===== config.mk =====
export PLATFORM = sky130hd
export DESIGN_NAME = premultiplied_alpha_blend_top
export DESIGN_NICKNAME = d
export VERILOG_FILES = /design/src/hdl/pab_pkg.sv /design/src/hdl/pab_cfg.sv /design/src/hdl/pab_scale.sv /design/src/hdl/pab_mul.sv /design/src/hdl/pab_mix.sv /design/src/hdl/premultiplied_alpha_blend_top.sv
export SDC_FILE = /design/constraint.sdc
export NUM_CORES = 1
export LEC_CHECK = 0
export ABC_AREA = 1
export BUFFER_PORTS_ARGS = -buffer_cell sky130_fd_sc_hd__buf_4
export CORE_MARGIN = 2
export CORE_UTILIZATION = 55
export CTS_BUF_LIST = sky130_fd_sc_hd__clkbuf_4 sky130_fd_sc_hd__clkbuf_8 sky130_fd_sc_hd__clkbuf_16
export DETAILED_ROUTE_END_ITERATION = 12
export PLACE_DENSITY = 0.71
export SKIP_CTS_REPAIR_TIMING = 1
export SLEW_MARGIN = 5
export SYNTH_ARGS = -nofsm -noshare
export SYNTH_HDL_FRONTEND = slang
export SYNTH_SLANG_ARGS = --single-unit

===== constraint.sdc =====
create_clock -name clk -period 8.3 [get_ports clk]
set_clock_uncertainty 0.05 [all_clocks]
set_input_delay 0 -clock clk [delete_from_list [all_inputs] [get_ports clk]]
set_output_delay 0 -clock clk [all_outputs]
set_load 0.05 [all_outputs]

===== src/hdl/pab_pkg.sv =====
// Shared types and codes for the premultiplied alpha blend pipeline.
// No dependencies; every other file in hdl/ imports this package.
package pab_pkg;

    // alpha_mode codes
    localparam logic [1:0] MODE_BLEND    = 2'd0;
    localparam logic [1:0] MODE_HOLD     = 2'd1;
    localparam logic [1:0] MODE_ADDITIVE = 2'd2;

    // register byte addresses
    localparam int unsigned ADDR_W = 4;
    localparam logic [ADDR_W-1:0] ADDR_ALPHA_MODE     = 4'd0;
    localparam logic [ADDR_W-1:0] ADDR_OPACITY_ENABLE = 4'd4;
    localparam logic [ADDR_W-1:0] ADDR_OPACITY        = 4'd8;

    localparam logic [7:0] OPACITY_RESET = 8'hff;

    typedef struct packed {
        logic [1:0] alpha_mode;
        logic       opacity_enable;
        logic [7:0] opacity;
    } cfg_t;

    // input item as taken from the slave side
    typedef struct packed {
        logic        eos;
        logic [31:0] dst;
        logic [31:0] src;
    } pix_in_t;

    // after opacity scaling
    typedef struct packed {
        logic        eos;
        logic [31:0] dst;
        logic [31:0] src;
    } s1_t;

    // after destination scaling
    typedef struct packed {
        logic        eos;
        logic [31:0] src;   // scaled source, ARGB
        logic [31:0] dsc;   // (d*(255-sa))>>8 per byte, ARGB
        logic [7:0]  da;    // raw destination alpha
        logic [7:0]  dsa;   // (da*sa)>>8
    } s2_t;

endpackage


===== src/hdl/pab_cfg.sv =====
// APB register file: alpha_mode, opacity_enable, opacity.
// Depends on pab_pkg.
module pab_cfg
    import pab_pkg::*;
(
    input  logic              clk,
    input  logic              rst_n,
    input  logic              psel,
    input  logic              penable,
    input  logic              pwrite,
    input  logic [ADDR_W-1:0] paddr,
    input  logic [31:0]       pwdata,
    output logic [31:0]       prdata,
    output logic              pready,
    output cfg_t              cfg
);

    cfg_t cfg_reg;
    logic wr_en;

    assign pready = 1'b1;
    assign wr_en  = psel && penable && pwrite && pready;
    assign cfg    = cfg_reg;

    always_ff @(posedge clk or negedge rst_n)
    begin
        if (!rst_n)
        begin
            cfg_reg.alpha_mode     <= MODE_BLEND;
            cfg_reg.opacity_enable <= 1'b0;
            cfg_reg.opacity        <= OPACITY_RESET;
        end
        else if (wr_en)
        begin
            case (paddr)
                ADDR_ALPHA_MODE:     cfg_reg.alpha_mode     <= pwdata[1:0];
                ADDR_OPACITY_ENABLE: cfg_reg.opacity_enable <= pwdata[0];
                ADDR_OPACITY:        cfg_reg.opacity        <= pwdata[7:0];
                default:             ;
            endcase
        end
    end

    always_comb
    begin
        case (paddr)
            ADDR_ALPHA_MODE:     prdata = {30'd0, cfg_reg.alpha_mode};
            ADDR_OPACITY_ENABLE: prdata = {31'd0, cfg_reg.opacity_enable};
            ADDR_OPACITY:        prdata = {24'd0, cfg_reg.opacity};
            default:             prdata = 32'd0;
        endcase
    end

    a_opacity_write: assert property (@(posedge clk) disable iff (!rst_n)
        (wr_en && paddr == ADDR_OPACITY) |=> cfg_reg.opacity == $past(pwdata[7:0]))
        else $error("opacity register not updated by write");

endmodule


===== src/hdl/pab_scale.sv =====
// Stage 1: optional opacity scaling of the four source bytes.
// Depends on pab_pkg.
module pab_scale
    import pab_pkg::*;
(
    input  logic    clk,
    input  logic    rst_n,
    input  cfg_t    cfg,
    input  logic    in_valid,
    output logic    in_ready,
    input  pix_in_t in_data,
    output logic    out_valid,
    input  logic    out_ready,
    output s1_t     out_data
);

    logic        valid_reg;
    s1_t         data_reg;
    s1_t         data_next;
    logic [15:0] prod [4];

    assign in_ready  = !valid_reg || out_ready;
    assign out_valid = valid_reg;
    assign out_data  = data_reg;

    always_comb
    begin
        data_next.eos = in_data.eos;
        data_next.dst = in_data.dst;
        for (int k = 0; k < 4; k++)
        begin
            prod[k] = in_data.src[8*k +: 8] * cfg.opacity;
            data_next.src[8*k +: 8] = cfg.opacity_enable ? prod[k][15:8]
                                                         : in_data.src[8*k +: 8];
        end
    end

    always_ff @(posedge clk or negedge rst_n)
    begin
        if (!rst_n)
            valid_reg <= 1'b0;
        else if (in_ready)
            valid_reg <= in_valid;
    end

    always_ff @(posedge clk)
    begin
        if (in_ready && in_valid)
            data_reg <= data_next;
    end

endmodule


===== src/hdl/pab_mul.sv =====
// Stage 2: destination bytes times (255 - source alpha), and da*sa for additive alpha.
// Depends on pab_pkg.
module pab_mul
    import pab_pkg::*;
(
    input  logic clk,
    input  logic rst_n,
    input  logic in_valid,
    output logic in_ready,
    input  s1_t  in_data,
    output logic out_valid,
    input  logic out_ready,
    output s2_t  out_data
);

    logic        valid_reg;
    s2_t         data_reg;
    s2_t         data_next;
    logic [7:0]  inv_a;
    logic [15:0] prod [4];
    logic [15:0] prod_a;

    assign in_ready  = !valid_reg || out_ready;
    assign out_valid = valid_reg;
    assign out_data  = data_reg;

    always_comb
    begin
        inv_a = 8'hff - in_data.src[31:24];
        for (int k = 0; k < 4; k++)
        begin
            prod[k] = in_data.dst[8*k +: 8] * inv_a;
            data_next.dsc[8*k +: 8] = prod[k][15:8];
        end
        prod_a         = in_data.dst[31:24] * in_data.src[31:24];
        data_next.dsa  = prod_a[15:8];
        data_next.da   = in_data.dst[31:24];
        data_next.src  = in_data.src;
        data_next.eos  = in_data.eos;
    end

    always_ff @(posedge clk or negedge rst_n)
    begin
        if (!rst_n)
            valid_reg <= 1'b0;
        else if (in_ready)
            valid_reg <= in_valid;
    end

    always_ff @(posedge clk)
    begin
        if (in_ready && in_valid)
            data_reg <= data_next;
    end

endmodule


===== src/hdl/pab_mix.sv =====
// Stage 3: saturating add per byte and alpha mode select; this is the output register.
// Depends on pab_pkg.
module pab_mix
    import pab_pkg::*;
(
    input  logic        clk,
    input  logic        rst_n,
    input  cfg_t        cfg,
    input  logic        in_valid,
    output logic        in_ready,
    input  s2_t         in_data,
    output logic        out_valid,
    input  logic        out_ready,
    output logic [31:0] out_pixel,
    output logic        out_last
);

    logic        valid_reg;
    logic [31:0] pixel_reg;
    logic        last_reg;
    logic [31:0] pixel_next;
    logic [8:0]  sum [4];
    logic [7:0]  sat [4];
    logic [9:0]  add_a;
    logic [9:0]  add_c;

    assign in_ready  = !valid_reg || out_ready;
    assign out_valid = valid_reg;
    assign out_pixel = pixel_reg;
    assign out_last  = last_reg;

    always_comb
    begin
        for (int k = 0; k < 4; k++)
        begin
            sum[k] = {1'b0, in_data.dsc[8*k +: 8]} + {1'b0, in_data.src[8*k +: 8]};
            sat[k] = sum[k][8] ? 8'hff : sum[k][7:0];
        end
        // additive: da + sa - (da*sa>>8), then fold 256 back to 255
        add_a = {2'b00, in_data.da} + {2'b00, in_data.src[31:24]} - {2'b00, in_data.dsa};
        add_c = add_a - {8'd0, add_a[9:8]};
        pixel_next[23:0] = {sat[2], sat[1], sat[0]};
        case (cfg.alpha_mode)
            MODE_HOLD:     pixel_next[31:24] = in_data.da;
            MODE_ADDITIVE: pixel_next[31:24] = add_c[7:0];
            default:       pixel_next[31:24] = sat[3];
        endcase
    end

    always_ff @(posedge clk or negedge rst_n)
    begin
        if (!rst_n)
            valid_reg <= 1'b0;
        else if (in_ready)
            valid_reg <= in_valid;
    end

    always_ff @(posedge clk)
    begin
        if (in_ready && in_valid)
        begin
            pixel_reg <= pixel_next;
            last_reg  <= in_data.eos;
        end
    end

    a_hold_alpha: assert property (@(posedge clk) disable iff (!rst_n)
        (in_valid && in_ready && cfg.alpha_mode == MODE_HOLD)
        |=> pixel_reg[31:24] == $past(in_data.da))
        else $error("hold mode did not keep destination alpha");

    a_stall_keeps_valid: assert property (@(posedge clk) disable iff (!rst_n)
        (valid_reg && !out_ready) |=> valid_reg && $stable(pixel_reg))
        else $error("stalled output item lost");

endmodule


===== src/hdl/premultiplied_alpha_blend_top.sv =====
// Premultiplied alpha "over" blend of ARGB8888 pixels, one item per clock while m_tready
// is high, through a three-stage pipeline. An item accepted on s_tvalid/s_tready passes
// the stage 1, 2 and 3 registers in order to m_tvalid and is held while m_tready is low.
// Stage 1 scales the source by opacity (four 8x8 multipliers), stage 2
// scales the destination by (255 - source alpha) and forms da*sa (five 8x8
// multipliers), stage 3 does the saturating adds and the alpha mode select and is
// the output register. Throughput is one item per clock as long as m_tready stays
// high; each stage holds its item under back-pressure, so s_tready drops only when
// all three stages are full. Registers sit on an APB port (alpha_mode at 0x0,
// opacity_enable at 0x4, opacity at 0x8) and must be written only while no item
// is in flight. No state is kept from one pixel to the next and no clearing pass
// runs after reset.
// Depends on pab_pkg, pab_cfg, pab_scale, pab_mul, pab_mix.
module premultiplied_alpha_blend_top
    import pab_pkg::*;
(
    input  logic              clk,
    input  logic              rst_n,
    // slave side
    input  logic              s_tvalid,
    output logic              s_tready,
    input  logic [63:0]       s_tdata,    // [31:0] src_pixel, [63:32] dst_pixel
    input  logic              s_tlast,    // end_of_span
    // master side
    output logic              m_tvalid,
    input  logic              m_tready,
    output logic [31:0]       m_tdata,    // [31:0] blended_pixel
    output logic              m_tlast,    // span_done
    // APB register port
    input  logic              psel,
    input  logic              penable,
    input  logic              pwrite,
    input  logic [ADDR_W-1:0] paddr,
    input  logic [31:0]       pwdata,
    output logic [31:0]       prdata,
    output logic              pready
);

    cfg_t    cfg;
    pix_in_t in_item;
    s1_t     s1_data;
    s2_t     s2_data;
    logic    s1_valid;
    logic    s1_ready;
    logic    s2_valid;
    logic    s2_ready;

    assign in_item.src = s_tdata[31:0];
    assign in_item.dst = s_tdata[63:32];
    assign in_item.eos = s_tlast;

    pab_cfg u_cfg (
        .clk     (clk),
        .rst_n   (rst_n),
        .psel    (psel),
        .penable (penable),
        .pwrite  (pwrite),
        .paddr   (paddr),
        .pwdata  (pwdata),
        .prdata  (prdata),
        .pready  (pready),
        .cfg     (cfg)
    );

    // stage 1: opacity
    pab_scale u_scale (
        .clk       (clk),
        .rst_n     (rst_n),
        .cfg       (cfg),
        .in_valid  (s_tvalid),
        .in_ready  (s_tready),
        .in_data   (in_item),
        .out_valid (s1_valid),
        .out_ready (s1_ready),
        .out_data  (s1_data)
    );

    // stage 2: destination weighting
    pab_mul u_mul (
        .clk       (clk),
        .rst_n     (rst_n),
        .in_valid  (s1_valid),
        .in_ready  (s1_ready),
        .in_data   (s1_data),
        .out_valid (s2_valid),
        .out_ready (s2_ready),
        .out_data  (s2_data)
    );

    // stage 3: add, saturate, alpha select; drives the master side
    pab_mix u_mix (
        .clk       (clk),
        .rst_n     (rst_n),
        .cfg       (cfg),
        .in_valid  (s2_valid),
        .in_ready  (s2_ready),
        .in_data   (s2_data),
        .out_valid (m_tvalid),
        .out_ready (m_tready),
        .out_pixel (m_tdata),
        .out_last  (m_tlast)
    );

    // an empty output stage means every stage behind it can move
    a_ready_when_drained: assert property (@(posedge clk) disable iff (!rst_n)
        !m_tvalid |-> s_tready)
        else $error("input stalled with empty output stage");

    // a full pipeline facing back-pressure must block the input
    a_full_blocks_input: assert property (@(posedge clk) disable iff (!rst_n)
        (s1_valid && s2_valid && m_tvalid && !m_tready) |-> !s_tready)
        else $error("input accepted with all stages stalled");

endmodule

Word-level counts from Yosys, hierarchy flattened
Index checks and enable logic that the tools add are counted.
Operators by class
  $add $sub $neg: 8
  multipliers: 9
  eq/ne operators: 4
  multiplexer cells: 7
  reductions and logical operators: 15
Operators with widths (number)
  $mul 8x8->16: 9
  $add 8x8->9: 5
  $mux 8: 5
  $pmux 8 s3: 1
  $pmux 8 s2: 1
  $sub 9x8->10: 1
  $sub 8x2->8: 1
  $sub 8x8->8 const A: 1
  $reduce_and 2->1: 3
  $logic_and 1x1->1: 5
  $eq 4x3->1 const B: 1
  $eq 4x4->1 const B: 1
  $logic_not 4->1: 1
  $logic_not 1->1: 3
  $logic_or 1x1->1: 3
  $eq 2x1->1 const B: 1
  $eq 2x2->1 const B: 1
Word-level totals
  bits in registers: 193
  input bits: 108
  output and inout bits: 68
  logic and storage cells: 62

Depth between registers and ports, before layout
Gate-level depths: netlist of run 1.
  word-level depth: 5
  mapped depth: 23
  mapped depth without buffers: 22

Modules after synthesis
A second synthesis of run 1 with hierarchy kept.
Second synthesis, totals
  cells, all modules: 3617
  area total of the unflattened synthesis: 28288.4 um^2
Modules (own cells, without submodules)
  pab_mul: instances 1, cells each 1579, area each 12746.0 um^2, seq. area each 2457.4 um^2
  pab_scale: instances 1, cells each 1495, area each 11228.3 um^2, seq. area each 1976.9 um^2
  pab_mix: instances 1, cells each 431, area each 3503.4 um^2, seq. area each 1016.0 um^2
  pab_cfg: instances 1, cells each 112, area each 810.8 um^2, seq. area each 285.3 um^2

Least setup slack after synthesis of run 1
No wires, ideal clock.
  path kind: reg2reg
  from: reg u_scale.data_reg (netlist bit u_scale.out_data[26])
  to: reg u_mul.data_reg (netlist bit u_mul.out_data[21]), data pin
  setup time: 0.258 ns
  arrival: 4.060 ns
  data required time: 7.992 ns
  setup slack: 3.932 ns
  stages on the path, launching flop included: 16
  buffers on the path: 2
  period minus slack after synthesis: 4.368 ns
  cells stage by stage: edfxtp_1 -> clkbuf_1 -> buf_1 -> nor2_1 -> fa_1 -> inv_1 -> fa_1 -> fa_1 -> fa_1 -> inv_1 -> ha_1 -> a21oi_1 -> o21ai_0 -> a211oi_1 -> nand2_1 -> xor2_1
RTL lines
  from (decl): RTL line pab_scale.sv:18  | s1_t data_reg;
  from (signal assigned): RTL line pab_scale.sv:49  | data_reg <= data_next;
  to (signal assigned): RTL line pab_mul.sv:53  | data_reg <= data_next;
  to (decl): RTL line pab_mul.sv:17  | s2_t data_reg;

==> results.json, run 1 <==
{
  "htreeDepth": 4,
  "grt_pass1_vias": 22270,
  "slew_headroom_pct": 27.00,
  "largest_reg_flops": 81,
  "finalHoldViolations": 2,
  "synth_top_flop_cell": "edfxtp_1",
  "antenna_found_initial": 0,
  "wl_per_cell_um": 14.67,
  "hold_start": "paddr[0]",
  "final_nets": 4461,
  "core_area_sq_mm": 0.05027,
  "final_cell_mix": "inv_1 (920), nand2_1 (775), ha_1 (342)",
  "area_delta_synth_final_pct": 9.891,
  "netlist-cell-type-count": 47,
  "antenna_cells": 0,
  "synth_edf_count": 179,
  "vias": 22260,
  "drv_cap": 0,
  "netlist_instances": 3558,
  "ctsLongestPathBuffers": 2,
  "fin_crit_sh_pct": 60.63,
  "worst_pin_slew_ps": 1094,
  "wl_um": 64060,
  "period_minus_slack_ps": 5032,
  "die-area_sq_mm": 0.05284,
  "power.density_mw_per_mm2": 376.9,
  "crit_start": "u_scale.out_data[28]",
  "final_common_cell": "inv_1",
  "portBuffers": 126,
  "cp-end-kind": "flip-flop",
  "root_buffer": "clkbuf_16",
  "initial_core_util_pct": 55.81,
  "die_height_um": 229.9,
  "slew_violations": 0,
  "pin_count": 176,
  "hold_class": "primary input to flip-flop",
  "clk_latency_ps": 510,
  "fin_util_pct": 61.33,
  "drc": 0,
  "setup_viol": 0,
  "grt_pass1_wl_um": 106400,
  "num_rows": 82,
  "synth_seq_cells": 193,
  "worstSetupStartpointType": "flip-flop",
  "rsz0062_at_grt": "no",
  "critical_path_required_ps": 8510,
  "clkSinkCount": 193,
  "synth_area_sq_mm": 0.02806,
  "clkTransAtPathRegs_ps": 100,
  "hpwl_um": 48410,
  "cts-buffers-inserted": 17,
  "place.gp.congestion": 0.9243,
  "fmax_ghz": 0.1987,
  "synth-async-reset-ratio_pct": 7.254,
  "grt_max_degree": 79,
  "cts_tree": "done",
  "drive_gt1_share_pct": 5.547,
  "die-width_um": 229.9,
  "critical_path.max_fanout": 23,
  "hold_ws_ps": -40.03,
  "crit_arrival_ps": 5250,
  "vdd_drop_max_uv": 211.2,
  "grt_overflow": 0,
  "avgSynthCellArea_sq_um": 7.886,
  "yosysWarnings": 0,
  "totalNegativeSetupSlack_ps": 0,
  "vias_per_cell": 5.096,
  "drtIter0Drc": 1177,
  "leakage_uw": 0.01750,
  "grt.total_usage_pct": 25.08,
  "drtAntennaViolNets": 0,
  "yosysSeqAreaShare_pct": 20.44,
  "first_pass_iters": 5,
  "violations": "hold timing",
  "timing.rr.start": "u_scale.out_data[28]",
  "status": "finished, violations left",
  "crit_type": "flip-flop to flip-flop"
}
synth_stat cells, drive strengths merged, types with 2 or more instances:
master	n	area, sq um
inv	926	3476
nand2	777	2922
ha	342	4279
fa	328	6566
nor2	316	1201
edfxtp	179	5375
nand3	132	675.7
a21oi	130	661.9
clkbuf	85	320.3
o21ai	69	352.8
buf	52	339.1
xor2	35	306.5
nor3	27	150.2
xnor2	25	219.0
nand4	21	131.4
o21bai	21	157.7
a31oi	17	106.4
a21o	16	120.1
a211oi	13	97.59
dfstp	8	210.2
and2	7	43.79
nand3b	7	65.06
dfrtp	6	150.1
or2	4	25.02
o211ai	3	22.52
conb	2	7.510
o22ai	2	12.51
or3b	2	17.52
metrics by stage:
step	power (uW)	worst slack (ps)	instance area, sq um	hold WS (ps)	instances
floorplan	8744	3932	28140	-345.6	3581
global placement	10530	3278	29380	-165.3	4254
detailed placement	10650	3328	29380	-166.7	4254
CTS	11630	3295	30010	-736.5	4286
global route	13150	2994	30830	27.94	4368
finish	11620	3268	30830	-40.03	4368
kinds of logic after synthesis:
| group | share of synthesized area [%] |
|---|---|
| AND/OR/NAND/NOR | 18.69 |
| buffers and inverters | 14.74 |
| adder cells (fa/ha/maj) | 38.65 |
| AO/OA/AOI/OAI | 5.574 |
| flip-flops | 20.44 |
| XOR/XNOR | 1.873 |
| other | 0.02677 |
power breakdown:
part           leakage, uW  internal, uW  switching (uW)
clock             0.000304           439             445
sequential         0.00188          1610             211
combinational       0.0153          3350            5560
total               0.0175          5400            6220
layout make-up:
| type | count | area [sq um] |
|---|---|---|
| Clock buffer | 17 | 425.4 |
| Clock inverter | 15 | 211.5 |
| Fill cell | 4531 | 19440 |
| Inverter | 926 | 3478 |
| Multi-Input combinational cell | 2325 | 18290 |
| Sequential cell | 193 | 5736 |
| Tap cell | 672 | 840.8 |
| Timing Repair Buffer | 220 | 1857 |
critical path, cell delays in order, from the launching register on:
cell	delay, ps
edfxtp_1	830
buf_4	430
inv_1	170
nand2_1	110
fa_1	440
fa_1	590
fa_1	430
fa_1	500
inv_1	40
ha_1	330
a21oi_1	190
o21ai_0	100
inv_1	90
nor2_1	40
a211oi_1	220
nand2_1	90
nand2_1	60
nand2_1	50
layer usage:
layer / wire length [um] / GRT usage, % / vias up / part of all wire (%)
met5: 0 / 0 / - / 0
met4: 1249 / 7.077 / 0 / 1.9
met3: 3985 / 4.551 / 77 / 6.2
met2: 31260 / 43.43 / 620 / 49
met1: 27570 / 32.18 / 10610 / 43
li1: - / - / 10960 / -
final timing paths:
path	end	slack, ps	cells past startpoint
worst max-delay path	u_mul.out_data[31]	3270	17
worst min-delay path	u_cfg.cfg[9]	-40	6
worst max register to register	u_mul.out_data[31]	3270	17
worst min register to register	u_mul.out_data[49]	370	0
max in group asynchronous	u_mix.out_valid	6720	4
min in group asynchronous	u_cfg.cfg[5]	560	3
(Power assumes the default switching activity.)
==> inputs of run 2 (changes only) <==
- PLACE_DENSITY: 0.71 -> 0.74
- clock period: 8.3 -> 4.6 ns (I/O delays scaled with it)
==> run 2 against run 1 <==
Net effect:
- the run now ends clean
- highest routed layer unchanged
- die area did not move
- register-to-register slack got worse by 3100 ps
- clock power rose by 73%
- wire length rose by 3.9%
==> results.json, run 2 (same netlist as run 1, synthesis figures left out) <==
{
  "status": "finished, final reports clean",
  "htreeDepth": 4,
  "rsz0062_at_grt": "yes",
  "drv_cap": 0,
  "crit_arrival_ps": 4660,
  "power.density_mw_per_mm2": 678.9,
  "path_buf_inv": 6,
  "fmax_ghz": 0.2246,
  "timing.rr.start": "u_cfg.cfg[3]",
  "slew_headroom_pct": 28.75,
  "pre_cts_ws_ps": 90.09,
  "root_buffer": "clkbuf_16",
  "drive_gt1_share_pct": 7.851,
  "finalWorstSetupSlack_ps": 147.0,
  "pin_count": 176,
  "die-area_sq_mm": 0.05284,
  "place.gp.congestion": 0.9315,
  "slowest_delay_ps": 700,
  "hold_class": "primary input to flip-flop",
  "r2r_cells": 16,
  "wl_per_cell_um": 14.98,
  "cts_tree": "done",
  "core_area_sq_mm": 0.05027,
  "clkTransAtPathRegs_ps": 80,
  "grt_max_degree": 43,
  "final_nets": 4535,
  "crit_type": "flip-flop to flip-flop",
  "hpwl_um": 51930,
  "vias": 22610,
  "cp_cell_sequence": "buf_6 > nand2_1 > inv_1 > fa_1 > fa_1 > fa_1 > inv_1 > fa_1 > inv_1 > ha_1 > a21oi_1 > o21ai_0 > inv_1 > a21o_1 > a31oi_1 > buf_4",
  "antenna_cells": 0,
  "setup_viol": 0,
  "final_common_cell": "inv_1",
  "grt_pass1_wl_um": 109600,
  "critical_path_required_ps": 4800,
  "r2r-end": "u_scale.out_data[9]",
  "r2r_slack_ps": 150,
  "fin_crit_sh_pct": 96.80,
  "placed_cells": 4313,
  "hold_path_end": "u_cfg.cfg[9]",
  "leakage_uw": 0.01791,
  "fin_util_pct": 62.89,
  "die_height_um": 229.9,
  "vdd_drop_max_uv": 409.0,
  "hold_start": "penable",
  "drc": 0,
  "clkSinkCount": 193,
  "fillCellCount": 4352,
  "crit_family": "adder cells",
  "first_pass_iters": 6,
  "final_cells": 4442,
  "portBuffers": 126,
  "grt_overflow": 0,
  "final_cell_mix": "inv_1 (918), nand2_1 (775), ha_1 (338)",
  "drtAntennaViolNets": 0,
  "cp-end-kind": "flip-flop",
  "finalHoldViolations": 0,
  "slew_violations": 0,
  "die-width_um": 229.9,
  "period_minus_slack_ps": 4453,
  "worst_pin_slew_ps": 1068,
  "initial_core_util_pct": 55.81,
  "vias_per_cell": 5.090,
  "wl_um": 66530,
  "largest_reg_flops": 81,
  "area_delta_synth_final_pct": 12.68,
  "critical_path.max_fanout": 8,
  "cts-buffers-inserted": 17,
  "grt.total_usage_pct": 25.86,
  "hold-path-cell-count": 4,
  "worstSetupStartpointType": "flip-flop",
  "num_rows": 82,
  "clk_latency_ps": 490,
  "drtIter0Drc": 1387,
  "antenna_found_initial": 0,
  "ctsLongestPathBuffers": 2,
  "grt_pass1_vias": 22870,
  "cp_slowest_cell": "dfstp_4"
}
[run 2: layout make-up]
| cell class | count | area [sq um] | share of cell area, % |
|---|---|---|---|
| clock buffers | 17 | 425.4 | 1.346 |
| clock inverters | 15 | 180.2 | 0.5699 |
| inverters | 926 | 3478 | 11.00 |
| multi-input cells | 2325 | 18370 | 58.09 |
| flip-flops and latches | 193 | 5743 | 18.16 |
| well taps | 672 | 840.8 | 2.659 |
| repair buffers | 294 | 2582 | 8.168 |
[run 2: through the flow]
step	TNS (ps)	area (sq um)	hold slack [ps]	total power (uW)
floorplan	0	28140	-345.6	15780
global placement	0	29960	-169.8	19190
detailed placement	0	29960	-170.7	19500
CTS	0	30560	-717.6	21170
global route	-110.8	31620	32.00	24150
finish	0	31620	26.06	21460
[run 2: metal layers]
metal  GRT usage [%]  share of wire [%]  up-vias
li1                -                  -    11090
met1           33.28                 43    10850
met2           44.60                 49      585
met3           4.576                5.4       85
met4           7.661                2.4        0
met5               0                  0        -
[run 2: worst max path at each step]
stage / depth (start not counted) / from / endpoint
floorplan: 15 / u_scale.out_data[26] / u_mul.out_data[21]
global placement: 15 / u_cfg.cfg[3] / u_scale.out_data[31]
detailed placement: 14 / u_cfg.cfg[3] / u_scale.out_data[1]
CTS: 14 / u_cfg.cfg[3] / u_scale.out_data[1]
global route: 16 / u_scale.out_data[29] / u_mul.out_data[42]
finish: 16 / u_cfg.cfg[3] / u_scale.out_data[9]
[run 2: worst register-to-register path: cells and delay by family, from the launching register on]
family | cells | cell delay [ps]
flip-flops | 1 | 700
AO/OA/AOI/OAI | 4 | 570
buffers and inverters | 6 | 600
adder cells (fa/ha/maj) | 5 | 2230
AND/OR/NAND/NOR | 1 | 60
[run 2: power breakdown]
part / internal [uW] / switching, uW / total [uW]
sequential: 2910 / 282 / 3190
combinational: 6340 / 10400 / 16700
clock: 738 / 794 / 1530
total: 9990 / 11500 / 21500
